==> config.mk <==
export PLATFORM = sky130hd
export DESIGN_NAME = cses_front
export DESIGN_NICKNAME = d
export VERILOG_FILES = /design/src/rtl/cses_pkg.sv /design/src/rtl/cses_front.sv
export SDC_FILE = /design/constraint.sdc
export NUM_CORES = 2
export LEC_CHECK = 0
export BUFFER_PORTS_ARGS = -buffer_cell sky130_fd_sc_hd__buf_2
export CORE_UTILIZATION = 50
export CTS_CLUSTER_SIZE = 10
export DETAILED_ROUTE_END_ITERATION = 10
export GPL_TIMING_DRIVEN = 1
export HOLD_SLACK_MARGIN = 0.06
export PLACE_DENSITY = 0.71
export SLEW_MARGIN = 20
export SYNTH_ARGS = -nofsm -noshare
export SYNTH_HDL_FRONTEND = slang
export SYNTH_MEMORY_MAX_BITS = 65536
export SYNTH_SLANG_ARGS = --single-unit
export TNS_END_PERCENT = 30
==> constraint.sdc <==
create_clock -name clk -period 5.8 [get_ports clk]
set_clock_uncertainty 0.2 [all_clocks]
set_input_delay 0 -clock clk [delete_from_list [all_inputs] [get_ports clk]]
set_output_delay 0 -clock clk [all_outputs]
set_load 0.05 [all_outputs]
==> src/rtl/cses_pkg.sv <==
`default_nettype none
package cses_pkg;

	localparam int DET_W      = 2;
	localparam int CH_W       = 5;
	localparam int ADC_W      = 12;
	localparam int GAIN_W     = 16;
	localparam int OFFS_W     = 18;
	localparam int THR_W      = 20;
	localparam int SUM_W      = 25;
	localparam int PROD_W     = ADC_W + GAIN_W;
	localparam int ROUND_SHIFT = 8;
	localparam int RND_W      = PROD_W + 1 - ROUND_SHIFT;
	localparam int E_W        = RND_W + 2;
	localparam int ADD_W      = E_W - 1;
	localparam int CFG_IDX_W  = 2;
	localparam int CFG_DATA_W = 25;
	localparam int QUEUE_DEPTH = 4;
	localparam int QPTR_W     = 2;

	localparam logic [PROD_W:0] ROUND_HALF = (PROD_W + 1)'(128);

	localparam logic FUNC_LOAD   = 1'b0;
	localparam logic FUNC_SAMPLE = 1'b1;

	localparam logic [CFG_IDX_W-1:0] REG_THRESHOLD = 2'd0;
	localparam logic [CFG_IDX_W-1:0] REG_UPPER     = 2'd1;

	localparam logic [THR_W-1:0] THRESHOLD_RST = 20'd32768;
	localparam logic [SUM_W-1:0] UPPER_RST     = 25'd524288;

	typedef struct packed {
		logic [THR_W-1:0] threshold;
		logic [SUM_W-1:0] upper;
	} cfg_t;

	// classified sample handed from the front to the back
	typedef struct packed {
		logic                     ok;
		logic                     eoe;
		logic                     back;
		logic [DET_W-1:0]         det;
		logic [ADC_W-1:0]         adc;
		logic [GAIN_W-1:0]        gain;
		logic signed [OFFS_W-1:0] offs;
	} q_item_t;

endpackage
`default_nettype wire

==> src/rtl/cses_front.sv <==
`default_nettype none
module cses_front import cses_pkg::*; #(
	parameter int NUM_DETECTORS         = 4,
	parameter int CHANNELS_PER_DETECTOR = 32
) (
	input  logic                     clk,
	input  logic                     arst_n,
	input  logic                     in_valid,
	output logic                     in_ready,
	input  logic                     func,
	input  logic [DET_W-1:0]         detector,
	input  logic [CH_W-1:0]          channel,
	input  logic [ADC_W-1:0]         adc_code,
	input  logic [GAIN_W-1:0]        gain,
	input  logic signed [OFFS_W-1:0] offset,
	input  logic                     end_of_event,
	output q_item_t                  item,
	output logic                     item_valid,
	input  logic                     item_full
);

	localparam int DEPTH = NUM_DETECTORS * CHANNELS_PER_DETECTOR;
	localparam int AW    = $clog2(DEPTH);
	localparam int TW    = GAIN_W + OFFS_W;

	logic [TW-1:0] tab_mem [DEPTH];
	logic [TW-1:0] rd_s1;
	logic [31:0]   idx_w;
	logic [AW-1:0] addr;
	logic          in_range;
	logic          accept;
	logic          take_sample;
	logic          v_s1;
	logic          ok_s1;
	logic          eoe_s1;
	logic          back_s1;
	logic [DET_W-1:0] det_s1;
	logic [ADC_W-1:0] adc_s1;

	assign accept   = in_valid && in_ready;
	assign in_ready = !v_s1 || !item_full;
	assign in_range = (32'(detector) < 32'(NUM_DETECTORS)) &&
		(32'(channel) < 32'(CHANNELS_PER_DETECTOR));
	assign idx_w    = 32'(detector) * 32'(CHANNELS_PER_DETECTOR) + 32'(channel);
	assign addr     = idx_w[AW-1:0];
	assign take_sample = accept && (func == FUNC_SAMPLE);

	always_ff @(posedge clk) begin
		if (accept && (func == FUNC_LOAD) && in_range) begin
			tab_mem[addr] <= {gain, offset};
		end
		if (take_sample && in_range) begin
			rd_s1 <= tab_mem[addr];
		end
	end

	always_ff @(posedge clk) begin
		if (take_sample) begin
			ok_s1   <= in_range;
			eoe_s1  <= end_of_event;
			back_s1 <= 32'(channel) >= 32'(CHANNELS_PER_DETECTOR / 2);
			det_s1  <= detector;
			adc_s1  <= adc_code;
		end
	end

	// loads finish at the table write, only samples go on
	always_ff @(posedge clk or negedge arst_n) begin
		if (!arst_n) begin
			v_s1 <= 1'b0;
		end else if (in_ready) begin
			v_s1 <= take_sample;
		end
	end

	assign item_valid = v_s1;
	always_comb begin
		item.ok   = ok_s1;
		item.eoe  = eoe_s1;
		item.back = back_s1;
		item.det  = det_s1;
		item.adc  = adc_s1;
		item.gain = rd_s1[TW-1:OFFS_W];
		item.offs = $signed(rd_s1[OFFS_W-1:0]);
	end

endmodule
`default_nettype wire

==> flow_results.org <==
** Outcome
- The flow ran to the end, and the final reports show no timing, DRC or antenna violations.

** Worst setup path
- In this run the critical register-to-register path is captured at tab_mem[98][29].
- For the worst flop-to-flop path, the logic depth is 7.
- Launching instance or port of the critical path :: channel[4]
- In this design, the stage delay of the slowest critical-path cell is 0.94 ns.
- Required @ worst endpoint :: 6.46 ns
- Worst setup path endpoint :: rd_s1[17]
- CP Data Arrival Time :: ~5.0 ns
- The critical path goes through dlygate4sd3_1, buf_6, buf_4, nand2b_4, nor2_1, a222oi_1, nor4b_2, a221oi_2, buf_4, a31o_1.
- Sort of element at the end of the critical path :: flop
- In this run the critical register-to-register path is launched from item_valid.
- Of all nets on the critical path, the largest fanout is 43.
- Crit path top cell by count :: buf_4
- The critical path in this run is classified as input port to flop.
- STA classifies the critical path startpoint as an input port.
- Slowest stage cell, crit path :: a221oi_2
- Register-to-Register Setup Slack :: 2.03 ns

** STA
- Share of the clock period used by the worst path after layout :: 74.4%
- At the pin with the least slew margin, the transition time is around 1.3 ns.
- Fin. max-slew vios :: 0
- Setup repair after global routing left no endpoint under its margin.
- Setup violations remaining at the end of the flow were counted as 0.
- Timing would allow up to approximately 230 MHz.
- The number of hold-slack violations in the final timing report is 0.
- Hold timing on the final database bottoms out at a slack of 0.0807 ns.
- Max-Slew Margin vs Limit :: 15.3%
- After layout, the worst setup slack is between 1 and 1.5 ns.
- In the final timing run, aggregate negative setup slack is 0 ns.
- Minimum clock period :: roughly 4.3 ns

** Power and ir drop
- The worst-case IR drop observed on VDD is around 0.30 mV.
- Switch share :: between 20% and 30%
- Overall power after layout :: ~66 mW
- Switching power total :: approximately 15 mW
- Power density over cell area :: ~340 nW/µm²
- Leakage component of the power :: 59.3 nW
- Internal power comes to 51.0 mW.
- Clock power frac :: around 40%
- In this run, the combinational gates consume under 10% of the power.
- Sequential cell fraction of total power :: 53.5%

** Layout
- The library cells used most frequently in the layout, excluding fill and tap cells, are edfxtp_1, a221oi_1, a22oi_1.
- With fillers left out, the area of the finished cells amounts to roughly 190000 µm².
- Cells fill 57.1% of the core in the end.
- The count of cells in the finished layout, fillers not included, comes to between 10000 and 15000.
- Relative to the synthesized area, the layout overhead comes to 13.6%.
- Most common cell after layout, fill and taps aside :: edfxtp_1
- Layout cell share with drive strength beyond 1 :: between 15 and 20%
- The net count of the finished layout is a little over 10000.

** GRT
- Largest net degree at the start of global routing :: approximately 130
- Met1 track demand over resource in global routing :: between 40 and 50%
- Remaining global-route overflow :: 0
- Number of global-route vias before repair :: a little over 100k
- GR Util met3 :: about a tenth
- Busiest metal layer after global routing :: met2
- Met2 routing resource usage after global routing :: a little under half
- First-pass GRT wire length :: 777000 µm
- Global routing used ~32% of the available tracks across all layers.
- Initial antenna violation count :: 50

** Yosys
- Cell area after synthesis :: 169000 µm²
- Async S/R FF share, synth :: less than 1%
- Syn Nets :: between 9000 and 10000
- Of the total synthesized cell area, the portion taken by AND, OR, NAND and NOR gates is around 2.4%.
- In the synthesized netlist the dominant register cell turns out to be edfxtp_1.
- Proportion of synthesized area in mux cells :: approximately 4.0%
- Cell taking the most area after synthesis :: edfxtp_1
- In this run, synthesis produced a sequential element count of 4403.
- Cells after Synth :: between 9000 and 10000
- Of the total synthesized cell area, the portion taken by full adders, half adders and majority gates is 0%.
- The synthesized netlist devotes a little over an eighth of its cell area to compound gates.
- In this run, synthesis inferred 4402 flip-flops with an integrated enable.
- The Yosys step of the flow raised 0 warnings.
- Yosys mapped the design onto 72 distinct sky130hd cell types.
- Sequential cells were found to cover about 78% of the synthesized design area.
- Dividing the synthesized area by the synthesized cell count gives 17.3 µm².
- Cells taking the most area after synthesis :: edfxtp_1, a221oi_1, a22oi_1
- Xor/xnor cell area share of the yosys netlist :: 0%
- Yosys top cell area share :: about 78%
- Dominant combinational cell family by area after synthesis :: compound AO/OA/AOI/OAI gates

** Routing
- Dividing the detail-routed wire length by the instance count gives around 38 µm.
- The first TritonRoute pass finished after 10 iterations.
- Remaining antenna violation count :: 0
- For this run, design rule violations remaining after detail routing come to 0.
- Via Count :: 106000
- Count of routing violations after the opening detailed-route iteration :: between 20000 and 25000
- The routed design has 565000 µm of wire.
- Routed vias/inst :: 7.17

** Clocking
- Clock Latency Late Sink :: 1.01 ns
- CTS root buffer :: clkbuf_16
- The H-tree was split into 5 levels.
- Buffers inserted during clock tree synthesis total roughly 480.
- Largest buffer count on any clock path :: 4
- Reg clk slew, reported paths :: 0.05 ns
- For this design, the CTS-stage hold fixing added between 150 and 200 buffers.
- Once the clock tree was built, the setup fixing pass inserted 0 buffers.
- TritonCTS built the clock tree.
- In this run, post-CTS repair resized a total of 0 instances.
- The clock net in this run drives a total of roughly 4400 sinks.

** Place
- Pre-CTS setup slack :: 1.15 ns
- After detailed placement, the total cell area comes to ~180000 µm².
- Routability-driven placement finished with a final weighted congestion of 0.929.
- DP Wirelength :: 314000 µm
- Number of port buffers :: 110
- # placed instances :: 14000

** Die
- Total core area :: approximately 340000 µm²
- Io pins :: between 100 and 150
- Width of the chip :: 584 µm
- The die covers roughly 340000 µm².
- The die is between 500 and 600 µm tall.
- Number of rows in the core area :: around 210
- Effective utilization at floorplan :: between 50% and 60%

** Worst hold path
- The worst hold path belongs to the class input port to flop.

** Job
- Count of max-cap constraint violations :: 0
-- synth_stat cells, types with 19 or more instances --
master and number:
o22ai_1 122, a21oi_1 551, o32ai_1 22, buf_2 264
a22oi_1 652, o21a_1 32, a21o_1 23, nor2_1 239
a22o_1 53, mux2_2 363, nand2_1 208, o22a_1 23
mux2i_1 174, nor4_1 23, o221ai_1 108, a211oi_1 90
a221oi_1 677, buf_4 27, a221o_1 102, and3_1 52
o21ai_0 497, nor3b_1 69, mux2_1 41, edfxtp_1 4402
clkbuf_1 397, a31oi_1 37, mux4_2 19, o21ai_1 27
a222oi_1 34, nand3b_1 25, buf_1 100, nor2b_1 118
-- power groups by stage --
stage                     clock network, mW  registers [mW]  logic, mW
after floorplan                           0            35.8       1.76
after global placement                    0            35.8       3.77
after detailed placement                  0            35.8       3.88
after CTS                              26.4            35.2       4.06
after global routing                   27.5            35.1       4.29
final                                  26.4            35.2       4.23
-- state kept, by name (all words and copies together) (netlist names) --
name	flops
eoe_s1	1
tab_mem	4352
det_s1	2
back_s1	1
rd_s1	34
adc_s1	12
item_valid	1
-- kinds of logic after synthesis --
kind of cell	after synthesis
flip-flops	4403
AO/OA/AOI/OAI	3170
buffers and inverters	805
AND/OR/NAND/NOR	797
multiplexers	597
other	1
-- how the worst min path moves through the flow --
stage,from,end,slack (ns),depth (start not counted)
global placement,arst_n,item_valid,-0.43,1
global route,offset[9],tab_mem[47][9],0.11,2
detailed placement,arst_n,item_valid,-0.42,1
finish,offset[9],tab_mem[43][9],0.08,2
CTS,offset[9],tab_mem[62][9],0.08,2
floorplan,arst_n,item_valid,-0.50,0
-- layout make-up --
type	count	area [µm²]
Multi-Input combinational cell	4565	34700
Timing Repair Buffer	712	6740
Inverter	7	43.8
Clock buffer	522	12300
Clock inverter	23	400
Fill cell	24400	144000
Antenna cell	27	67.6
Sequential cell	4403	132000
Tap cell	4515	5650
-- routing by layer --
layer / vias up / part of all wire (%)
li1: 41200 / -
met2: 9731 / 43
met4: 32 / 7.7
met3: 1810 / 15
met1: 53200 / 33
met5: - / 0.038
-- critical path, delay by kind of cell --
| kind | cells | cell delay [ns] |
|---|---|---|
| buffers and inverters | 4 | 2.12 |
| and+or+nand+nor | 3 | 1.49 |
| AOI/OAI and AO/OA | 3 | 1.32 |
Note: power is estimated with default switching activity, not from simulation.
