===== config.mk =====
export PLATFORM = sky130hd
export DESIGN_NAME = cses_back
export DESIGN_NICKNAME = d
export VERILOG_FILES = /design/src/rtl/cses_pkg.sv /design/src/rtl/cses_back.sv
export SDC_FILE = /design/constraint.sdc
export NUM_CORES = 2
export LEC_CHECK = 0
export BUFFER_PORTS_ARGS = -buffer_cell sky130_fd_sc_hd__buf_2
export CAP_MARGIN = 0
export CORE_MARGIN = 2
export CORE_UTILIZATION = 60
export DETAILED_ROUTE_END_ITERATION = 8
export GPL_ROUTABILITY_DRIVEN = 0
export MAX_ROUTING_LAYER = met4
export PLACE_DENSITY_LB_ADDON = 0.2
export SLEW_MARGIN = 5
export SYNTH_ARGS = -nofsm -noshare
export SYNTH_HDL_FRONTEND = slang
export SYNTH_SLANG_ARGS = --single-unit

===== constraint.sdc =====
create_clock -name clk -period 6.7 [get_ports clk]
set_input_delay 1.34 -clock clk [delete_from_list [all_inputs] [get_ports clk]]
set_output_delay 1.34 -clock clk [all_outputs]
set_load 0.01 [all_outputs]

===== src/rtl/cses_pkg.sv =====
`default_nettype none
package cses_pkg;

	localparam int DET_W      = 2;
	localparam int CH_W       = 5;
	localparam int ADC_W      = 12;
	localparam int GAIN_W     = 16;
	localparam int OFFS_W     = 18;
	localparam int THR_W      = 20;
	localparam int SUM_W      = 25;
	localparam int PROD_W     = ADC_W + GAIN_W;
	localparam int ROUND_SHIFT = 8;
	localparam int RND_W      = PROD_W + 1 - ROUND_SHIFT;
	localparam int E_W        = RND_W + 2;
	localparam int ADD_W      = E_W - 1;
	localparam int CFG_IDX_W  = 2;
	localparam int CFG_DATA_W = 25;
	localparam int QUEUE_DEPTH = 4;
	localparam int QPTR_W     = 2;

	localparam logic [PROD_W:0] ROUND_HALF = (PROD_W + 1)'(128);

	localparam logic FUNC_LOAD   = 1'b0;
	localparam logic FUNC_SAMPLE = 1'b1;

	localparam logic [CFG_IDX_W-1:0] REG_THRESHOLD = 2'd0;
	localparam logic [CFG_IDX_W-1:0] REG_UPPER     = 2'd1;

	localparam logic [THR_W-1:0] THRESHOLD_RST = 20'd32768;
	localparam logic [SUM_W-1:0] UPPER_RST     = 25'd524288;

	typedef struct packed {
		logic [THR_W-1:0] threshold;
		logic [SUM_W-1:0] upper;
	} cfg_t;

	// classified sample handed from the front to the back
	typedef struct packed {
		logic                     ok;
		logic                     eoe;
		logic                     back;
		logic [DET_W-1:0]         det;
		logic [ADC_W-1:0]         adc;
		logic [GAIN_W-1:0]        gain;
		logic signed [OFFS_W-1:0] offs;
	} q_item_t;

endpackage
`default_nettype wire


===== src/rtl/cses_back.sv =====
`default_nettype none
module cses_back import cses_pkg::*; #(
	parameter int NUM_DETECTORS = 4
) (
	input  logic             clk,
	input  logic             arst_n,
	input  cfg_t             cfg,
	input  q_item_t          head,
	input  logic             q_empty,
	output logic             pop,
	output logic             out_valid,
	input  logic             out_ready,
	output logic [DET_W-1:0] detector_index,
	output logic [SUM_W-1:0] front_energy,
	output logic [SUM_W-1:0] back_energy,
	output logic             front_in_window,
	output logic             back_in_window,
	output logic             both_in_window,
	output logic             last_result
);

	localparam int DW = (NUM_DETECTORS > 1) ? $clog2(NUM_DETECTORS) : 1;

	logic                     adv;
	logic                     emit_free;
	logic                     snap_load;
	logic                     idx_last;

	logic                     v_s1;
	logic                     ok_s1;
	logic                     eoe_s1;
	logic                     back_s1;
	logic [DET_W-1:0]         det_s1;
	logic [PROD_W-1:0]        prod_s1;
	logic signed [OFFS_W-1:0] offs_s1;

	logic [PROD_W:0]          rsum;
	logic signed [E_W-1:0]    energy;
	logic signed [E_W-1:0]    thr_ext;

	logic                     v_s2;
	logic                     pass_s2;
	logic                     eoe_s2;
	logic                     back_s2;
	logic [DET_W-1:0]         det_s2;
	logic [ADD_W-1:0]         add_s2;

	logic [SUM_W-1:0] front_q [NUM_DETECTORS];
	logic [SUM_W-1:0] back_q  [NUM_DETECTORS];
	logic [SUM_W-1:0] front_nxt [NUM_DETECTORS];
	logic [SUM_W-1:0] back_nxt  [NUM_DETECTORS];
	logic [SUM_W-1:0] snap_f_q [NUM_DETECTORS];
	logic [SUM_W-1:0] snap_b_q [NUM_DETECTORS];

	logic             busy_q;
	logic [DW-1:0]    idx_q;

	assign idx_last  = idx_q == DW'(NUM_DETECTORS - 1);
	assign emit_free = !busy_q || (out_ready && idx_last);
	// the whole back pipe holds while an event end waits for the result buffer
	assign adv       = !(v_s2 && eoe_s2 && !emit_free);
	assign pop       = !q_empty && adv;
	assign snap_load = adv && v_s2 && eoe_s2;

	always_ff @(posedge clk or negedge arst_n) begin
		if (!arst_n) begin
			v_s1 <= 1'b0;
			v_s2 <= 1'b0;
		end else if (adv) begin
			v_s1 <= pop;
			v_s2 <= v_s1;
		end
	end

	always_ff @(posedge clk) begin
		if (pop) begin
			ok_s1   <= head.ok;
			eoe_s1  <= head.eoe;
			back_s1 <= head.back;
			det_s1  <= head.det;
			prod_s1 <= PROD_W'(head.adc) * PROD_W'(head.gain);
			offs_s1 <= head.offs;
		end
	end

	// round to nearest into 2^-16 units, then add the signed offset
	assign rsum    = {1'b0, prod_s1} + ROUND_HALF;
	assign energy  = $signed({{(E_W - RND_W){1'b0}}, rsum[PROD_W:ROUND_SHIFT]}) +
		$signed({{(E_W - OFFS_W){offs_s1[OFFS_W-1]}}, offs_s1});
	assign thr_ext = $signed({{(E_W - THR_W){1'b0}}, cfg.threshold});

	always_ff @(posedge clk) begin
		if (adv && v_s1) begin
			pass_s2 <= ok_s1 && (energy > thr_ext);
			eoe_s2  <= eoe_s1;
			back_s2 <= back_s1;
			det_s2  <= det_s1;
			add_s2  <= energy[ADD_W-1:0];
		end
	end

	always_comb begin
		logic [SUM_W:0] fs;
		logic [SUM_W:0] bs;
		for (int d = 0; d < NUM_DETECTORS; d++) begin
			fs = {1'b0, front_q[d]} + (SUM_W + 1)'(add_s2);
			bs = {1'b0, back_q[d]} + (SUM_W + 1)'(add_s2);
			front_nxt[d] = front_q[d];
			back_nxt[d]  = back_q[d];
			if (v_s2 && pass_s2 && (32'(det_s2) == d)) begin
				if (!back_s2) begin
					front_nxt[d] = fs[SUM_W] ? '1 : fs[SUM_W-1:0];
				end else begin
					back_nxt[d] = bs[SUM_W] ? '1 : bs[SUM_W-1:0];
				end
			end
		end
	end

	always_ff @(posedge clk or negedge arst_n) begin
		if (!arst_n) begin
			for (int d = 0; d < NUM_DETECTORS; d++) begin
				front_q[d] <= '0;
				back_q[d]  <= '0;
			end
		end else if (adv && v_s2) begin
			for (int d = 0; d < NUM_DETECTORS; d++) begin
				front_q[d] <= eoe_s2 ? '0 : front_nxt[d];
				back_q[d]  <= eoe_s2 ? '0 : back_nxt[d];
			end
		end
	end

	// result buffer shifts toward entry zero on each transfer
	always_ff @(posedge clk) begin
		if (snap_load) begin
			for (int d = 0; d < NUM_DETECTORS; d++) begin
				snap_f_q[d] <= front_nxt[d];
				snap_b_q[d] <= back_nxt[d];
			end
		end else if (busy_q && out_ready) begin
			for (int d = 0; d < NUM_DETECTORS - 1; d++) begin
				snap_f_q[d] <= snap_f_q[d+1];
				snap_b_q[d] <= snap_b_q[d+1];
			end
		end
	end

	always_ff @(posedge clk or negedge arst_n) begin
		if (!arst_n) begin
			busy_q <= 1'b0;
			idx_q  <= '0;
		end else if (snap_load) begin
			busy_q <= 1'b1;
			idx_q  <= '0;
		end else if (busy_q && out_ready) begin
			if (idx_last) begin
				busy_q <= 1'b0;
			end else begin
				idx_q <= idx_q + 1'b1;
			end
		end
	end

	assign out_valid       = busy_q;
	assign detector_index  = DET_W'(idx_q);
	assign front_energy    = snap_f_q[0];
	assign back_energy     = snap_b_q[0];
	assign front_in_window = (snap_f_q[0] > {{(SUM_W - THR_W){1'b0}}, cfg.threshold}) &&
		(snap_f_q[0] < cfg.upper);
	assign back_in_window  = (snap_b_q[0] > {{(SUM_W - THR_W){1'b0}}, cfg.threshold}) &&
		(snap_b_q[0] < cfg.upper);
	assign both_in_window  = front_in_window && back_in_window;
	assign last_result     = idx_last;

endmodule
`default_nettype wire


==> reports/results.tsv <==
stage	metric	value	unit
status	outcome	finished, final reports clean	
cts	setup bufs post-CTS	0	
global_routing	first-pass GRT wire length	178000	um
global_routing	largest net degree at the start of global routing	151	
layout	Multi-input gate area	23600	um2
layout	ratio of cells with drive above 1 in the final layout	8.56	%
yosys	library cells used by synthesis	90	
yosys	EDFF count, synth	271	
die	row count	93	
yosys	top area cells in the synthesized netlist	edfxtp_1 (21%), dfrtp_1 (13%), ha_1 (12%), fa_1 (7.6%), nand2_1 (4.8%)	
die	I/O pin total	158	
layout	FF+latch area	13300	um2
cts	Clk Latency, worst-skew pair	0.64	ns
cts	H-tree depth	2	
timing	Worst slew margin	18.4	%
power	Pwr Density	522	nW/um2
power	leak pwr	19.2	nW
cts	clock buffer depth	3	
cts	Reg clk slew, reported paths	0.07	ns
timing	worst slew pin tran	1.21	ns
die	Initial Util	60.6	%
timing	FMAX	163	MHz
yosys	ys async rst share	43.1	%
drt	DRT iter0 DRCs	3838	
hold_path	worst hold path cell count	0	
layout	Final Cell Area	42200	um2
run	Max Cap Violations	0	
yosys	Avg Inst Size Synth	9.14	um2
critical_path	Crit. End Element	flip-flop	
drt	vias	33200	
drt	Routed Antenna Nets	0	
drt	WL final	114000	um
place	placed instance area	40500	um2
critical_path	slowest CP cell	fa_1	
die	core box area	64300	um2
global_routing	initial antenna violation count	1	
global_routing	GR Overflow Total	0	
critical_path	crit path kind	input pin to flip-flop	
critical_path	R2R Setup Slk	0.96	ns
timing	# setup viols final	0	
die	Die W	259	um
global_routing	vias in the first global route	31400	
place	IO buf count	157	
cts	Sink Count	476	
timing	Final Cycle Share	91.5	%
layout	final cell count without fillers	5227	
yosys	post-synth top area cell	edfxtp_1	
yosys	top-area cell type share of the netlist area	20.9	%
critical_path	most used cell, CP	fa_1	
cts	CTS resizes	0	
yosys	most frequent cells after synthesis	nand2_1 (496), ha_1 (372), o21ai_0 (346), a21oi_1 (312), inv_1 (306)	
power	VDD IR-drop max	0.351	mV
critical_path	RR Endpoint	pass_s2	
timing	max-slew violations	0	
timing	RSZ-0062 raised after global routing	false	
drt	Vias/cell	6.35	
critical_path	RR Startpoint	prod_s1[9]	
hold_path	Hold Path End	eoe_s2	
layout	Filler Cell Count	5220	
critical_path	Max Fanout on Critical Path	15	
timing	Fin Setup TNS	0	ns
critical_path	CP cell instances	buf_2 -> buf_4 -> nand2_1 -> fa_1 -> inv_1 -> fa_1 -> fa_1 -> fa_1 -> inv_1 -> fa_1 -> inv_1 -> ha_1 -> nand2_1 -> o21ai_0 -> a2111oi_0 -> nor3_1 -> a31o_2 -> a21oi_2 -> o211ai_1 -> a21oi_1 -> xnor2_1	
cts	root buf cell	clkbuf_16	
yosys	synthesized area	39000	um2
yosys	Syn Inst Count	4270	
timing	Tmin final	6.13	ns
critical_path	CP peak stage delay	0.56	ns
hold_path	min-delay src	eoe_s1	
cts	Hold-fix buffers, CTS	0	
yosys	sequential area share after synthesis	34.0	%
drt	TritonRoute pass-1 iters	6	
layout	NumNets Final	4946	
die	die extent in y	259	um
yosys	Synth Register Bits	476	
drt	Avg WL per Cell	21.8	um
die	total die area	67100	um2
critical_path	crit path DAT	6.49	ns
place	Post-DP HPWL	81000	um
critical_path	Startpoint Class	input pin	
cts	TritonCTS clock tree	yes	
critical_path	reg2reg path depth	20	
yosys	cell with the most instances after synthesis	nand2_1	
timing	Fin. Hold Viols	0	
global_routing	Tot GR Track Use	35.1	%
cts	CTS Buf Count	52	
layout	growth of design area from synthesis to finish	8.06	%
yosys	commonest register cell after synthesis	edfxtp_1	
critical_path	Req. time, crit path	7.05	ns
timing	skew final	0.0393	ns
yosys	Mapped Nets	4890	
yosys	YS warnings	0	
place	dpl cells	5127	
drt	Residual DRC	0	
hold_path	worst min path class	flip-flop to flip-flop	
## metrics by stage
step	setup slack, ns	hold slack, ns	utilization (%)	power, mW
2_1_floorplan	0.252	0.400	-	15.1
3_3_place_gp	0.0904	0.404	62.9	18.5
3_5_place_dp	-0.00544	0.405	62.9	18.8
4_1_cts	0.643	0.421	65.5	21.7
5_1_grt	0.286	0.430	65.5	23.6
6_report	0.566	0.431	65.5	22.0
## worst max-delay path by stage
stage / from / to / slack [ns]
4_1_cts: head[38] / prod_s1[25] / 0.64
3_3_place_gp: head[38] / prod_s1[27] / 0.09
3_5_place_dp: head[38] / prod_s1[25] / -0.005
6_report: head[40] / prod_s1[25] / 0.57
5_1_grt: head[26] / prod_s1[25] / 0.29
2_1_floorplan: head[37] / prod_s1[26] / 0.25
## final cells by class
class	instances	share of cell area (%)
inverters	306	2.72
clock buffers	70	3.39
diodes	2	0.0119
repair buffers	223	3.15
multi-input cells	3267	56.1
flip-flops and latches	476	31.5
well taps	855	2.54
clock inverters	28	0.603
## routing by layer
metal	up-vias	global-route usage (%)	wire (um)
li1	15400	-	-
met1	15800	48.6	48500
met2	1606	51.2	48900
met3	310	5.04	10600
met4	0	15.9	5960
met5	-	-	0
## cell families (layout without fill, tap and decap cells)
kind of cell	after synthesis	count (layout)	synth area share (%)
and+or+nand+nor	1213	1213	14.2
other	0	2	0
adders and majority gates	520	520	19.5
xor gates and xnor gates	191	191	4.29
muxes	32	32	0.885
AOI/OAI and AO/OA	1311	1311	21.4
DFF	476	476	34.0
buffers and inverters	527	627	5.64
## cell usage in the layout (no fill, tap or decap), drive strengths merged, types with 26 or more instances in the layout
cell type | synthesis | routed
nand2 | 496 | 496
o21ai | 387 | 387
ha | 372 | 372
a21oi | 313 | 313
inv | 306 | 310
nor2 | 291 | 291
edfxtp | 271 | 271
buf | 80 | 223
dfrtp | 205 | 205
fa | 148 | 148
xnor2 | 129 | 129
a21o | 102 | 102
and2 | 82 | 82
nand3 | 73 | 73
a31oi | 72 | 72
clkbuf | 141 | 70
xor2 | 62 | 62
o21a | 56 | 56
a22o | 56 | 56
nor3 | 56 | 56
a211oi | 44 | 44
o22ai | 44 | 44
and3 | 39 | 39
nand2b | 34 | 34
nor2b | 33 | 33
nand4 | 31 | 31
o211ai | 27 | 27
o31ai | 27 | 27
o21bai | 26 | 26
## worst max-delay path, delay by kind of cell
kind            cells  cell delay, ns
compound gates      6            1.42
xor+xnor            1            0.10
fa+ha+maj           6            2.82
buf+inv             5            0.46
simple gates        3            0.34
## flip-flops by register name (all words and copies together) (netlist names), 2 cells and up
register / flops
det_s1: 2
det_s2: 2
front_q: 100
back_q: 100
detector_index: 2
offs_s1: 18
prod_s1: 21
snap_f_q: 100
add_s2: 22
snap_b_q: 100
## report_power, final
group / switching [mW] / internal (mW)
Clock: 1.27 / 1.60
Combinational: 8.11 / 5.03
Sequential: 1.15 / 4.84
Total: 10.5 / 11.5
No activity file was read; power rests on OpenSTA's default activity.
