==> src/rtl/cses_pkg.sv <==
`default_nettype none
package cses_pkg;

	localparam int DET_W      = 2;
	localparam int CH_W       = 5;
	localparam int ADC_W      = 12;
	localparam int GAIN_W     = 16;
	localparam int OFFS_W     = 18;
	localparam int THR_W      = 20;
	localparam int SUM_W      = 25;
	localparam int PROD_W     = ADC_W + GAIN_W;
	localparam int ROUND_SHIFT = 8;
	localparam int RND_W      = PROD_W + 1 - ROUND_SHIFT;
	localparam int E_W        = RND_W + 2;
	localparam int ADD_W      = E_W - 1;
	localparam int CFG_IDX_W  = 2;
	localparam int CFG_DATA_W = 25;
	localparam int QUEUE_DEPTH = 4;
	localparam int QPTR_W     = 2;

	localparam logic [PROD_W:0] ROUND_HALF = (PROD_W + 1)'(128);

	localparam logic FUNC_LOAD   = 1'b0;
	localparam logic FUNC_SAMPLE = 1'b1;

	localparam logic [CFG_IDX_W-1:0] REG_THRESHOLD = 2'd0;
	localparam logic [CFG_IDX_W-1:0] REG_UPPER     = 2'd1;

	localparam logic [THR_W-1:0] THRESHOLD_RST = 20'd32768;
	localparam logic [SUM_W-1:0] UPPER_RST     = 25'd524288;

	typedef struct packed {
		logic [THR_W-1:0] threshold;
		logic [SUM_W-1:0] upper;
	} cfg_t;

	// classified sample handed from the front to the back
	typedef struct packed {
		logic                     ok;
		logic                     eoe;
		logic                     back;
		logic [DET_W-1:0]         det;
		logic [ADC_W-1:0]         adc;
		logic [GAIN_W-1:0]        gain;
		logic signed [OFFS_W-1:0] offs;
	} q_item_t;

endpackage
`default_nettype wire

==> src/rtl/cses_queue.sv <==
`default_nettype none
module cses_queue import cses_pkg::*; (
	input  logic    clk,
	input  logic    arst_n,
	input  logic    push,
	input  q_item_t push_item,
	output logic    full,
	input  logic    pop,
	output q_item_t pop_item,
	output logic    empty
);

	q_item_t             q_mem [QUEUE_DEPTH];
	logic [QPTR_W-1:0]   wr_ptr_q;
	logic [QPTR_W-1:0]   rd_ptr_q;
	logic [QPTR_W:0]     count_q;
	logic                do_push;
	logic                do_pop;

	assign full     = count_q == (QPTR_W + 1)'(QUEUE_DEPTH);
	assign empty    = count_q == '0;
	assign do_push  = push && !full;
	assign do_pop   = pop && !empty;
	assign pop_item = q_mem[rd_ptr_q];

	always_ff @(posedge clk) begin
		if (do_push) begin
			q_mem[wr_ptr_q] <= push_item;
		end
	end

	always_ff @(posedge clk or negedge arst_n) begin
		if (!arst_n) begin
			wr_ptr_q <= '0;
			rd_ptr_q <= '0;
			count_q  <= '0;
		end else begin
			if (do_push) begin
				wr_ptr_q <= wr_ptr_q + 1'b1;
			end
			if (do_pop) begin
				rd_ptr_q <= rd_ptr_q + 1'b1;
			end
			if (do_push && !do_pop) begin
				count_q <= count_q + 1'b1;
			end else if (do_pop && !do_push) begin
				count_q <= count_q - 1'b1;
			end
		end
	end

endmodule
`default_nettype wire

==> config.mk <==
export PLATFORM = sky130hd
export DESIGN_NAME = cses_queue
export DESIGN_NICKNAME = d
export VERILOG_FILES = /design/src/rtl/cses_pkg.sv /design/src/rtl/cses_queue.sv
export SDC_FILE = /design/constraint.sdc
export NUM_CORES = 1
export LEC_CHECK = 0
export ABC_CLOCK_PERIOD_IN_PS = 3300
export BUFFER_PORTS_ARGS = -buffer_cell sky130_fd_sc_hd__buf_2
export CORE_MARGIN = 2
export CORE_UTILIZATION = 45
export CTS_BUF_LIST = sky130_fd_sc_hd__clkbuf_4 sky130_fd_sc_hd__clkbuf_8 sky130_fd_sc_hd__clkbuf_16
export DETAILED_ROUTE_END_ITERATION = 7
export PLACE_DENSITY = 0.64
export SYNTH_ARGS = -nofsm -noshare
export SYNTH_HDL_FRONTEND = slang
export SYNTH_SLANG_ARGS = --single-unit
==> constraint.sdc <==
create_clock -name clk -period 3.3 [get_ports clk]
set_clock_uncertainty 0.15 [all_clocks]
set_input_delay 0.66 -clock clk [delete_from_list [all_inputs] [get_ports clk]]
set_output_delay 0.66 -clock clk [all_outputs]
set_load 0.1 [all_outputs]
==> results of run 1 <==
==> cells in the final DEF, fill, tap and decap left out, types with 2 or more instances in the layout <==
cell / netlist / final
sky130_fd_sc_hd__mux4_1: 3 / 3
sky130_fd_sc_hd__xor2_1: 2 / 2
sky130_fd_sc_hd__clkinv_2: 0 / 5
sky130_fd_sc_hd__buf_4: 0 / 10
sky130_fd_sc_hd__clkbuf_16: 0 / 23
sky130_fd_sc_hd__clkinv_1: 0 / 5
sky130_fd_sc_hd__xnor2_1: 4 / 4
sky130_fd_sc_hd__inv_1: 4 / 4
sky130_fd_sc_hd__edfxtp_1: 204 / 204
sky130_fd_sc_hd__ha_1: 5 / 5
sky130_fd_sc_hd__clkbuf_4: 0 / 2
sky130_fd_sc_hd__buf_12: 5 / 4
sky130_fd_sc_hd__mux4_2: 48 / 48
sky130_fd_sc_hd__dfrtp_1: 7 / 5
sky130_fd_sc_hd__inv_6: 0 / 2
sky130_fd_sc_hd__buf_2: 5 / 107
sky130_fd_sc_hd__and2_2: 0 / 4
sky130_fd_sc_hd__clkinvlp_4: 0 / 3
==> worst max path at each step <==
stage                      from      endpoint  cells past startpoint
finish              rd_ptr_q[0]  pop_item[44]                      3
global route        rd_ptr_q[0]  pop_item[33]                      3
CTS                 rd_ptr_q[0]  pop_item[50]                      3
detailed placement  rd_ptr_q[0]  pop_item[50]                      3
global placement    rd_ptr_q[0]  pop_item[50]                      3
floorplan            count_q[0]   q_mem[0][0]                      4
==> flip-flops by register name, indices dropped and copies added (netlist names) <==
name	cells
count_q	3
q_mem	204
rd_ptr_q	2
wr_ptr_q	2
==> area by class of cell <==
type / instances / area (um2) / area share, %
well taps: 225 / 282 / 2.99
flip-flops and latches: 211 / 6310 / 67.0
inverters: 4 / 15.0 / 0.160
multi-input cells: 75 / 1400 / 14.8
clock inverters: 17 / 123 / 1.30
repair buffers: 122 / 701 / 7.44
clock buffers: 25 / 591 / 6.27
==> logic make-up after synthesis <==
family / synth area share [%]
AND/OR/NAND/NOR: 0.797
multiplexers: 15.1
XOR/XNOR: 0.669
buffers and inverters: 2.12
adder cells (fa/ha/maj): 1.05
flip-flops: 80.3
==> synthesized netlist by cell type <==
cell type / instances
sky130_fd_sc_hd__buf_12: 5
sky130_fd_sc_hd__inv_1: 4
sky130_fd_sc_hd__dfrtp_1: 7
sky130_fd_sc_hd__buf_2: 5
sky130_fd_sc_hd__nand3_1: 1
sky130_fd_sc_hd__mux2_2: 1
sky130_fd_sc_hd__xnor2_1: 4
sky130_fd_sc_hd__fa_1: 1
sky130_fd_sc_hd__edfxtp_1: 204
sky130_fd_sc_hd__nor3b_2: 1
sky130_fd_sc_hd__mux4_1: 3
sky130_fd_sc_hd__buf_6: 2
sky130_fd_sc_hd__or3_1: 1
sky130_fd_sc_hd__mux4_2: 48
sky130_fd_sc_hd__ha_1: 5
sky130_fd_sc_hd__mux2_4: 1
sky130_fd_sc_hd__xor2_1: 2
sky130_fd_sc_hd__and2_1: 4
sky130_fd_sc_hd__nor2b_1: 1
sky130_fd_sc_hd__clkbuf_1: 1
sky130_fd_sc_hd__nor2_1: 1
sky130_fd_sc_hd__nand2_1: 1
==> per-layer routing <==
metal | up-vias | share of wire (%)
li1 | 1564 | -
met1 | 1891 | 42
met2 | 97 | 51
met3 | 25 | 5.5
met4 | 2 | 2.0
met5 | - | 0.093
==> through the flow <==
step / instances / hold slack [ns] / area [um2] / worst slack [ns] / util, %
final: 679 / 0.221 / 9410 / 0.136 / 54.8
after global placement: 636 / 0.324 / 8690 / 0.613 / 50.6
after CTS: 679 / 0.196 / 9410 / 0.0593 / 54.8
after global routing: 679 / 0.202 / 9410 / 0.00173 / 54.8
after floorplan: 303 / 0.214 / 7860 / 0.348 / -
after detailed placement: 636 / 0.339 / 8690 / 0.609 / 50.6
==> tab_implementation.tex, run 1 <==
\begin{tabular}{lr}
\hline
Metric & Value \\
\hline
\multicolumn{2}{l}{\textbf{Outcome}} \\
Status & completed \\
\multicolumn{2}{l}{\textbf{Logic synthesis}} \\
Top area cells in the synthesized netlist & sky130\_fd\_sc\_hd\_\_edfxtp\_1 (78\%), sky130\_fd\_sc\_hd\_\_mux4\_2 (14\%), sky130\_fd\_sc\_hd\_\_dfrtp\_1 (2.2\%) \\
Area fraction of the dominant cell type after synthesis & approximately 78\% \\
Share of the yosys chip area belonging to registers & between 80 and 90\% \\
Number of cells produced by synthesis & 303 \\
Synthesized area per cell & around 26 um2 \\
Yosys warnings & 0 \\
Cell taking the most area after synthesis & sky130\_fd\_sc\_hd\_\_edfxtp\_1 \\
Count of state elements after synthesis & between 200 and 250 \\
Library cells used by synthesis & 22 \\
Syn nets & $\sim$360 \\
Syn Std Cell Area & 7850 um2 \\
\multicolumn{2}{l}{\textbf{Drt}} \\
WL per Instance & roughly 21 um \\
Count of routing violations after the opening detailed-route iteration & 170 \\
Vias post-DR & between 3k and 4k \\
DRT Pass-1 Iters & 4 \\
Total DRC errors in the routed layout & 0 \\
Total wirelength of the detailed-routed design & around 14,000 um \\
Antenna Nets Post-Route & 0 \\
Average via count per standard cell & between 5 and 6 \\
\multicolumn{2}{l}{\textbf{Floorplan}} \\
IO Pins & around 110 \\
Die area & between 15,000 and 20,000 um2 \\
Vertical die dimension & 136 um \\
Die extent in x & 136 um \\
Core area & approximately 17,000 um2 \\
Number of rows created at floorplan & 48 \\
Initial Utilization & a little under half \\
\multicolumn{2}{l}{\textbf{Worst setup path}} \\
Count of buffering cells on the critical path with inverters included & 2 \\
Start-to-end type of the worst setup path & flop to output port \\
Startpoint Class & flop \\
Worst r2r dst & q\_mem[0][0] \\
Cell type group with the largest total delay on the critical path & flip-flops \\
List of cells traversed by the critical path & buf\_12, mux4\_1, buf\_2 \\
Worst stage delay on the critical path & 0.68 ns \\
Signal arrival time at the worst endpoint & roughly 2.4 ns \\
CP required & approximately 2.5 ns \\
Crit path max-delay cell type & sky130\_fd\_sc\_hd\_\_dfrtp\_4 \\
Number of cells on the worst reg-to-reg path & 4 \\
Startpoint of the worst-slack reg-to-reg timing path & count\_q[2] \\
Internal reg-to-reg setup slack & around 0.9 ns \\
Max Fanout on Critical Path & 20 \\
Endpoint kind of the worst setup timing path & output port \\
\multicolumn{2}{l}{\textbf{Timing}} \\
Fin crit period & approximately 3.2 ns \\
Final-report max-slew violation count & 0 \\
RSZ-0062 raised after global routing & no \\
Max transition margin & approximately 60\% \\
Share of the clock period used by the worst path after layout & between 90 and 100\% \\
Total count of hold-check failures in the final report & 0 \\
Final TNS setup & 0 ns \\
Final setup violation count & 0 \\
Worst Max-Slew Pin Slew & about 0.60 ns \\
FMAX & 316 MHz \\
\multicolumn{2}{l}{\textbf{CTS}} \\
Clk Tree Root Cell & sky130\_fd\_sc\_hd\_\_clkbuf\_16 \\
Post-CTS repair timing setup buffer count & 0 \\
Clock slew at reported path FFs & 0.06 ns \\
Number of buffers created by CTS & 23 \\
Clk\_lat worst skew & $\sim$0.50 ns \\
Clock sink total & approximately 210 \\
CTS H-tree lvls & 1 \\
Number of hold buffers added after CTS & 1 \\
CTS tree & yes \\
Buffer levels on the longest clock path & 3 \\
Post-cts repair resize count & 0 \\
\multicolumn{2}{l}{\textbf{Job}} \\
Max Cap Viol & 0 \\
\multicolumn{2}{l}{\textbf{Cells and area}} \\
FILL cells & 1,349 \\
Proportion of layout cells with a drive suffix above 1 & roughly 47\% \\
ANT cells & 0 \\
Net count reported at finish & $\sim$500 \\
Layout overhead on the synthesized area & 19.9\% \\
\multicolumn{2}{l}{\textbf{Global routing}} \\
Met1 Usage GRT & around 21\% \\
Busiest grt layer & met2 \\
Global Route Usage Sum & around 16\% \\
Global route total overflow & 0 \\
Largest net degree at the start of global routing & 49 \\
Met3 track demand over resource & 3.80\% \\
Met2 track utilization from global routing & between 20\% and 30\% \\
Initial antenna violation count & 2 \\
Number of global-route vias before repair & 3,857 \\
Global-route wire length before repair & roughly 22,000 um \\
\multicolumn{2}{l}{\textbf{Placement}} \\
IO buf count & roughly 110 \\
Detailed placement HPWL & 8330 um \\
Placer congestion estimate & just over 0.7 \\
\multicolumn{2}{l}{\textbf{Min path}} \\
Startpoint of the worst hold path & push\_item[5] \\
Number of cells on the worst hold path & 1 \\
Worst min-delay path category & input pin to flop \\
WHS Endpoint & q\_mem[3][5] \\
\hline
\end{tabular}
Power of run 1 is left out: the tool's default activity adds up to more than one toggle a clock period on the data nets, which glitch-free logic cannot reach.
==> run 2: changes to the inputs <==
--- a/config.mk
+++ b/config.mk
@@ -12,6 +12,7 @@
 export CTS_BUF_LIST = sky130_fd_sc_hd__clkbuf_4 sky130_fd_sc_hd__clkbuf_8 sky130_fd_sc_hd__clkbuf_16
 export DETAILED_ROUTE_END_ITERATION = 7
 export PLACE_DENSITY = 0.64
+export RECOVER_POWER = 25
 export SYNTH_ARGS = -nofsm -noshare
 export SYNTH_HDL_FRONTEND = slang
 export SYNTH_SLANG_ARGS = --single-unit
==> tab_implementation.tex, run 2 (synthesized netlist as in run 1, its figures left out) <==
\begin{tabular}{lr}
\hline
Metric & Value \\
\hline
\multicolumn{2}{l}{\textbf{Outcome}} \\
Status & completed \\
\multicolumn{2}{l}{\textbf{CTS}} \\
Post-cts repair resize count & 0 \\
Clock slew at reported path FFs & $\sim$0.06 ns \\
Clk\_lat worst skew & around 0.5 ns \\
Buffer levels on the longest clock path & 3 \\
Clock sink total & 211 \\
CTS tree & yes \\
Clk Tree Root Cell & sky130\_fd\_sc\_hd\_\_clkbuf\_16 \\
Post-CTS repair timing setup buffer count & 0 \\
Number of buffers created by CTS & 23 \\
CTS H-tree lvls & 1 \\
Number of hold buffers added after CTS & 1 \\
\multicolumn{2}{l}{\textbf{Placement}} \\
Cell total after placement & around 640 \\
IO buf count & between 100 and 150 \\
Detailed placement HPWL & between 8000 and 9000 um \\
Placer congestion estimate & approximately 0.7 \\
\multicolumn{2}{l}{\textbf{Global routing}} \\
Initial antenna violation count & 1 \\
Largest net degree at the start of global routing & 49 \\
Number of global-route vias before repair & about 3.9k \\
Global Route Usage Sum & 15.6\% \\
Global-route wire length before repair & about 22,000 um \\
Global route total overflow & 0 \\
\multicolumn{2}{l}{\textbf{Floorplan}} \\
Initial Utilization & 45.7\% \\
IO Pins & roughly 110 \\
Number of rows created at floorplan & 48 \\
Core area & between 15,000 and 20,000 um2 \\
Vertical die dimension & roughly 140 um \\
Die extent in x & 136 um \\
Die area & approximately 19,000 um2 \\
\multicolumn{2}{l}{\textbf{Timing}} \\
Final setup violation count & 0 \\
Smallest hold slack & between 0.2 and 0.25 ns \\
Final TNS setup & 0 ns \\
Max transition margin & 60.5\% \\
FMAX & $\sim$320 MHz \\
Share of the clock period used by the worst path after layout & between 90\% and 100\% \\
RSZ-0062 raised after global routing & no \\
Final-report max-slew violation count & 0 \\
Worst Max-Slew Pin Slew & 0.593 ns \\
Total count of hold-check failures in the final report & 0 \\
Fin crit period & roughly 3.2 ns \\
\multicolumn{2}{l}{\textbf{Worst setup path}} \\
Startpoint of the worst-slack reg-to-reg timing path & count\_q[2] \\
Max Fanout on Critical Path & 20 \\
Number of cells on the worst reg-to-reg path & 4 \\
CP required & roughly 2.5 ns \\
Worst r2r dst & q\_mem[0][0] \\
Signal arrival time at the worst endpoint & between 2 and 2.5 ns \\
Start-to-end type of the worst setup path & flop to output port \\
Startpoint Class & flop \\
Endpoint kind of the worst setup timing path & output port \\
Internal reg-to-reg setup slack & around 0.9 ns \\
\multicolumn{2}{l}{\textbf{Cells and area}} \\
Commonest cells after routing, fill and taps aside & sky130\_fd\_sc\_hd\_\_edfxtp\_1 (204), sky130\_fd\_sc\_hd\_\_buf\_2 (72), sky130\_fd\_sc\_hd\_\_mux4\_2 (48), sky130\_fd\_sc\_hd\_\_clkbuf\_1 (35), sky130\_fd\_sc\_hd\_\_clkbuf\_16 (23) \\
Final cell count without fillers & between 600 and 700 \\
ANT cells & 0 \\
Flip-flop count of the largest register, all copies and words added & between 200 and 250 \\
Largest registers & q\_mem x204, count\_q x3 \\
Net count reported at finish & $\sim$500 \\
FILL cells & between 1k and 1.5k \\
Layout overhead on the synthesized area & 19.3\% \\
Proportion of layout cells with a drive suffix above 1 & between 30\% and 40\% \\
Most flops, register & q\_mem \\
Most common library cell in the layout ignoring fill and taps & sky130\_fd\_sc\_hd\_\_edfxtp\_1 \\
\multicolumn{2}{l}{\textbf{Drt}} \\
Total wirelength of the detailed-routed design & 13,900 um \\
Antenna Nets Post-Route & 0 \\
Average via count per standard cell & 5.25 \\
Count of routing violations after the opening detailed-route iteration & around 170 \\
WL per Instance & a little over 20 um \\
Vias post-DR & 3,565 \\
Total DRC errors in the routed layout & 0 \\
DRT Pass-1 Iters & 4 \\
\multicolumn{2}{l}{\textbf{Min path}} \\
Startpoint of the worst hold path & push\_item[5] \\
WHS Endpoint & q\_mem[3][5] \\
Worst min-delay path category & input pin to flop \\
Number of cells on the worst hold path & 1 \\
\multicolumn{2}{l}{\textbf{Job}} \\
Max Cap Viol & 0 \\
\hline
\end{tabular}
## run 2: how the worst max path moves through the flow
stage,startpoint,end,cells past startpoint
finish,rd_ptr_q[0],pop_item[44],3
global route,rd_ptr_q[0],pop_item[33],3
CTS,rd_ptr_q[0],pop_item[50],3
detailed placement,rd_ptr_q[0],pop_item[50],3
global placement,rd_ptr_q[0],pop_item[50],3
floorplan,count_q[0],q_mem[0][0],4
## run 2: routing by layer
| layer | track usage [%] | vias to the layer above | part of all wire, % |
|---|---|---|---|
| li1 | - | 1564 | - |
| met1 | 20.7 | 1883 | 42 |
| met2 | 26.1 | 91 | 51 |
| met3 | 3.80 | 25 | 5.5 |
| met4 | 4.28 | 2 | 2.0 |
| met5 | 0 | - | 0.093 |
## run 2: stage by stage
step	utilization [%]	area, um2	worst slack (ns)
finish	54.5	9370	0.134
global route	54.5	9370	0.00173
CTS	54.8	9410	0.0593
detailed placement	50.6	8690	0.609
global placement	50.6	8690	0.613
floorplan	-	7860	0.348
## run 2: critical path, stage by stage, from the launching register on
cell and delay (ns):
sky130_fd_sc_hd__dfrtp_4 0.68, sky130_fd_sc_hd__buf_12 0.25, sky130_fd_sc_hd__mux4_1 0.58, sky130_fd_sc_hd__buf_2 0.31
## run 2: area by class of cell
class	instances	area, um2	share of cell area (%)
Sequential cell	211	6310	67.3
Clock inverter	17	123	1.31
Multi-Input combinational cell	75	1400	14.9
Tap cell	225	282	3.01
Inverter	4	15.0	0.160
Timing Repair Buffer	122	657	7.01
Clock buffer	25	591	6.30
Power of run 2 is left out for the same reason.
==> run 3: changes to the inputs <==
--- a/config.mk
+++ b/config.mk
@@ -5,13 +5,13 @@
 export SDC_FILE = /design/constraint.sdc
 export NUM_CORES = 1
 export LEC_CHECK = 0
-export ABC_CLOCK_PERIOD_IN_PS = 3300
+export ABC_CLOCK_PERIOD_IN_PS = 4100
 export BUFFER_PORTS_ARGS = -buffer_cell sky130_fd_sc_hd__buf_2
 export CORE_MARGIN = 2
-export CORE_UTILIZATION = 45
+export CORE_UTILIZATION = 35
 export CTS_BUF_LIST = sky130_fd_sc_hd__clkbuf_4 sky130_fd_sc_hd__clkbuf_8 sky130_fd_sc_hd__clkbuf_16
 export DETAILED_ROUTE_END_ITERATION = 7
-export PLACE_DENSITY = 0.64
+export PLACE_DENSITY = 0.52
 export RECOVER_POWER = 25
 export SYNTH_ARGS = -nofsm -noshare
 export SYNTH_HDL_FRONTEND = slang
==> constraint.sdc (replaced) <==
create_clock -name clk -period 4.1 [get_ports clk]
set_clock_uncertainty 0.15 [all_clocks]
set_input_delay 0.82 -clock clk [delete_from_list [all_inputs] [get_ports clk]]
set_output_delay 0.82 -clock clk [all_outputs]
set_load 0.1 [all_outputs]
==> tab_implementation.tex, run 3 (synthesized netlist as in run 1, its figures left out) <==
\begin{tabular}{lr}
\hline
Metric & Value \\
\hline
\multicolumn{2}{l}{\textbf{Outcome}} \\
Status & completed \\
\multicolumn{2}{l}{\textbf{Floorplan}} \\
Die extent in x & approximately 150 um \\
Die area & between 20,000 and 25,000 um2 \\
Core area & around 22,000 um2 \\
Initial Utilization & a little over a third \\
Number of rows created at floorplan & 54 \\
IO Pins & 108 \\
Vertical die dimension & between 150 and 200 um \\
\multicolumn{2}{l}{\textbf{Cells and area}} \\
Commonest cells after routing, fill and taps aside & sky130\_fd\_sc\_hd\_\_edfxtp\_1 (204), sky130\_fd\_sc\_hd\_\_buf\_2 (76), sky130\_fd\_sc\_hd\_\_mux4\_2 (48), sky130\_fd\_sc\_hd\_\_clkbuf\_1 (31), sky130\_fd\_sc\_hd\_\_clkbuf\_16 (23) \\
ANT cells & 0 \\
Most flops, register & q\_mem \\
Largest registers & q\_mem x204, count\_q x3 \\
Net count reported at finish & $\sim$490 \\
Proportion of layout cells with a drive suffix above 1 & 37.2\% \\
Flip-flop count of the largest register, all copies and words added & approximately 200 \\
Most common library cell in the layout ignoring fill and taps & sky130\_fd\_sc\_hd\_\_edfxtp\_1 \\
FILL cells & around 1.9k \\
Layout overhead on the synthesized area & 18.5\% \\
\multicolumn{2}{l}{\textbf{Worst setup path}} \\
Start-to-end type of the worst setup path & flop to output port \\
List of cells traversed by the critical path & buf\_12, mux4\_1, buf\_2 \\
Startpoint Class & flop \\
Count of buffering cells on the critical path with inverters included & 2 \\
Worst stage delay on the critical path & 0.76 ns \\
Max Fanout on Critical Path & 30 \\
CP required & about 3.1 ns \\
Endpoint kind of the worst setup timing path & output port \\
Signal arrival time at the worst endpoint & approximately 2.5 ns \\
Crit path max-delay cell type & sky130\_fd\_sc\_hd\_\_dfrtp\_4 \\
Cell type group with the largest total delay on the critical path & flip-flops \\
\multicolumn{2}{l}{\textbf{Drt}} \\
Count of routing violations after the opening detailed-route iteration & around 250 \\
Vias post-DR & 3,443 \\
WL per Instance & 20.0 um \\
Average via count per standard cell & roughly 4.8 \\
Total wirelength of the detailed-routed design & around 14,000 um \\
Antenna Nets Post-Route & 0 \\
Total DRC errors in the routed layout & 0 \\
DRT Pass-1 Iters & 4 \\
\multicolumn{2}{l}{\textbf{Timing}} \\
Final-report max-slew violation count & 0 \\
Fin crit period & $\sim$3.5 ns \\
Share of the clock period used by the worst path after layout & 85.1\% \\
Final setup violation count & 0 \\
Final TNS setup & 0 ns \\
FMAX & 286 MHz \\
RSZ-0062 raised after global routing & no \\
Total count of hold-check failures in the final report & 0 \\
Worst Max-Slew Pin Slew & roughly 0.84 ns \\
Max transition margin & between 40\% and 50\% \\
\multicolumn{2}{l}{\textbf{Global routing}} \\
Global Route Usage Sum & between 10\% and 20\% \\
Global-route wire length before repair & approximately 22,000 um \\
Initial antenna violation count & 1 \\
Number of global-route vias before repair & between 3k and 4k \\
Global route total overflow & 0 \\
Largest net degree at the start of global routing & between 50 and 60 \\
\multicolumn{2}{l}{\textbf{Placement}} \\
Placer congestion estimate & about 0.66 \\
IO buf count & 107 \\
Detailed placement HPWL & 8040 um \\
\multicolumn{2}{l}{\textbf{CTS}} \\
Clk Tree Root Cell & sky130\_fd\_sc\_hd\_\_clkbuf\_16 \\
Buffer levels on the longest clock path & 3 \\
Clock sink total & 211 \\
Clk\_lat worst skew & just under 0.5 ns \\
Number of buffers created by CTS & 22 \\
CTS H-tree lvls & 1 \\
CTS tree & yes \\
Clock slew at reported path FFs & 0.06 ns \\
\multicolumn{2}{l}{\textbf{Job}} \\
Max Cap Viol & 0 \\
\multicolumn{2}{l}{\textbf{Min path}} \\
Worst min-delay path category & flop to flop \\
\hline
\end{tabular}
## run 3: cell types whose count changed in the layout (fill, tap and decap cells not counted), moves of 4 or more
cell                       change
sky130_fd_sc_hd__and2_2        -4
sky130_fd_sc_hd__clkinv_1      +5
sky130_fd_sc_hd__clkbuf_1      -4
sky130_fd_sc_hd__and2_4        +4
sky130_fd_sc_hd__buf_4        -10
sky130_fd_sc_hd__clkinv_2      -4
sky130_fd_sc_hd__buf_2         +4
## run 3: layout make-up
type | count | area, um2 | area share, %
Timing Repair Buffer | 110 | 547 | 5.88
Inverter | 4 | 15.0 | 0.161
Tap cell | 280 | 350 | 3.76
Clock buffer | 24 | 583 | 6.27
Multi-Input combinational cell | 75 | 1390 | 15.0
Sequential cell | 211 | 6310 | 67.8
Clock inverter | 14 | 110 | 1.18
## run 3: path summary, 6_finish.rpt
path	startpoint	endpoint	slack, ns	cells after the start
worst max-delay path	rd_ptr_q[0]	pop_item[44]	0.61	3
worst min-delay path	count_q[2]	count_q[2]	0.35	1
worst max register to register	count_q[2]	q_mem[0][39]	1.69	3
worst min register to register	count_q[2]	count_q[2]	0.35	1
max in group asynchronous	arst_n	rd_ptr_q[0]	3.07	2
min in group asynchronous	arst_n	rd_ptr_q[1]	0.55	2
## run 3: repair_timing
| action | in CTS | in global routing |
|---|---|---|
| hold endpoints to repair | 7 | 0 |
| resized for setup | 0 | 0 |
| hold buffers | 1 | 0 |
| buffers inserted | 0 | 0 |
## run 3: worst register-to-register path, cell delays in order (launching register included)
cell and delay (ns):
sky130_fd_sc_hd__dfrtp_1 0.40, sky130_fd_sc_hd__nor3b_2 0.17, sky130_fd_sc_hd__nor2b_1 0.47, sky130_fd_sc_hd__and2_4 0.80
## run 3: routing by layer
layer,global-route usage (%),wire length (um),vias to the layer above
li1,-,-,1526
met1,15.9,6000,1786
met2,20.5,7120,96
met3,3.55,978,33
met4,3.23,255,2
met5,0,15,-
## run 3: through the flow
stage / area [um2] / utilization, % / worst slack (ns) / hold slack, ns / instances
after floorplan: 7850 / - / 0.748 / 0.295 / 303
after global placement: 8640 / 39.5 / 1.07 / 0.316 / 679
after detailed placement: 8640 / 39.5 / 1.06 / 0.327 / 679
after CTS: 9340 / 42.7 / 0.522 / 0.342 / 718
after global routing: 9310 / 42.5 / 0.437 / 0.390 / 718
final: 9310 / 42.5 / 0.609 / 0.348 / 718
Power of run 3 is left out for the same reason.
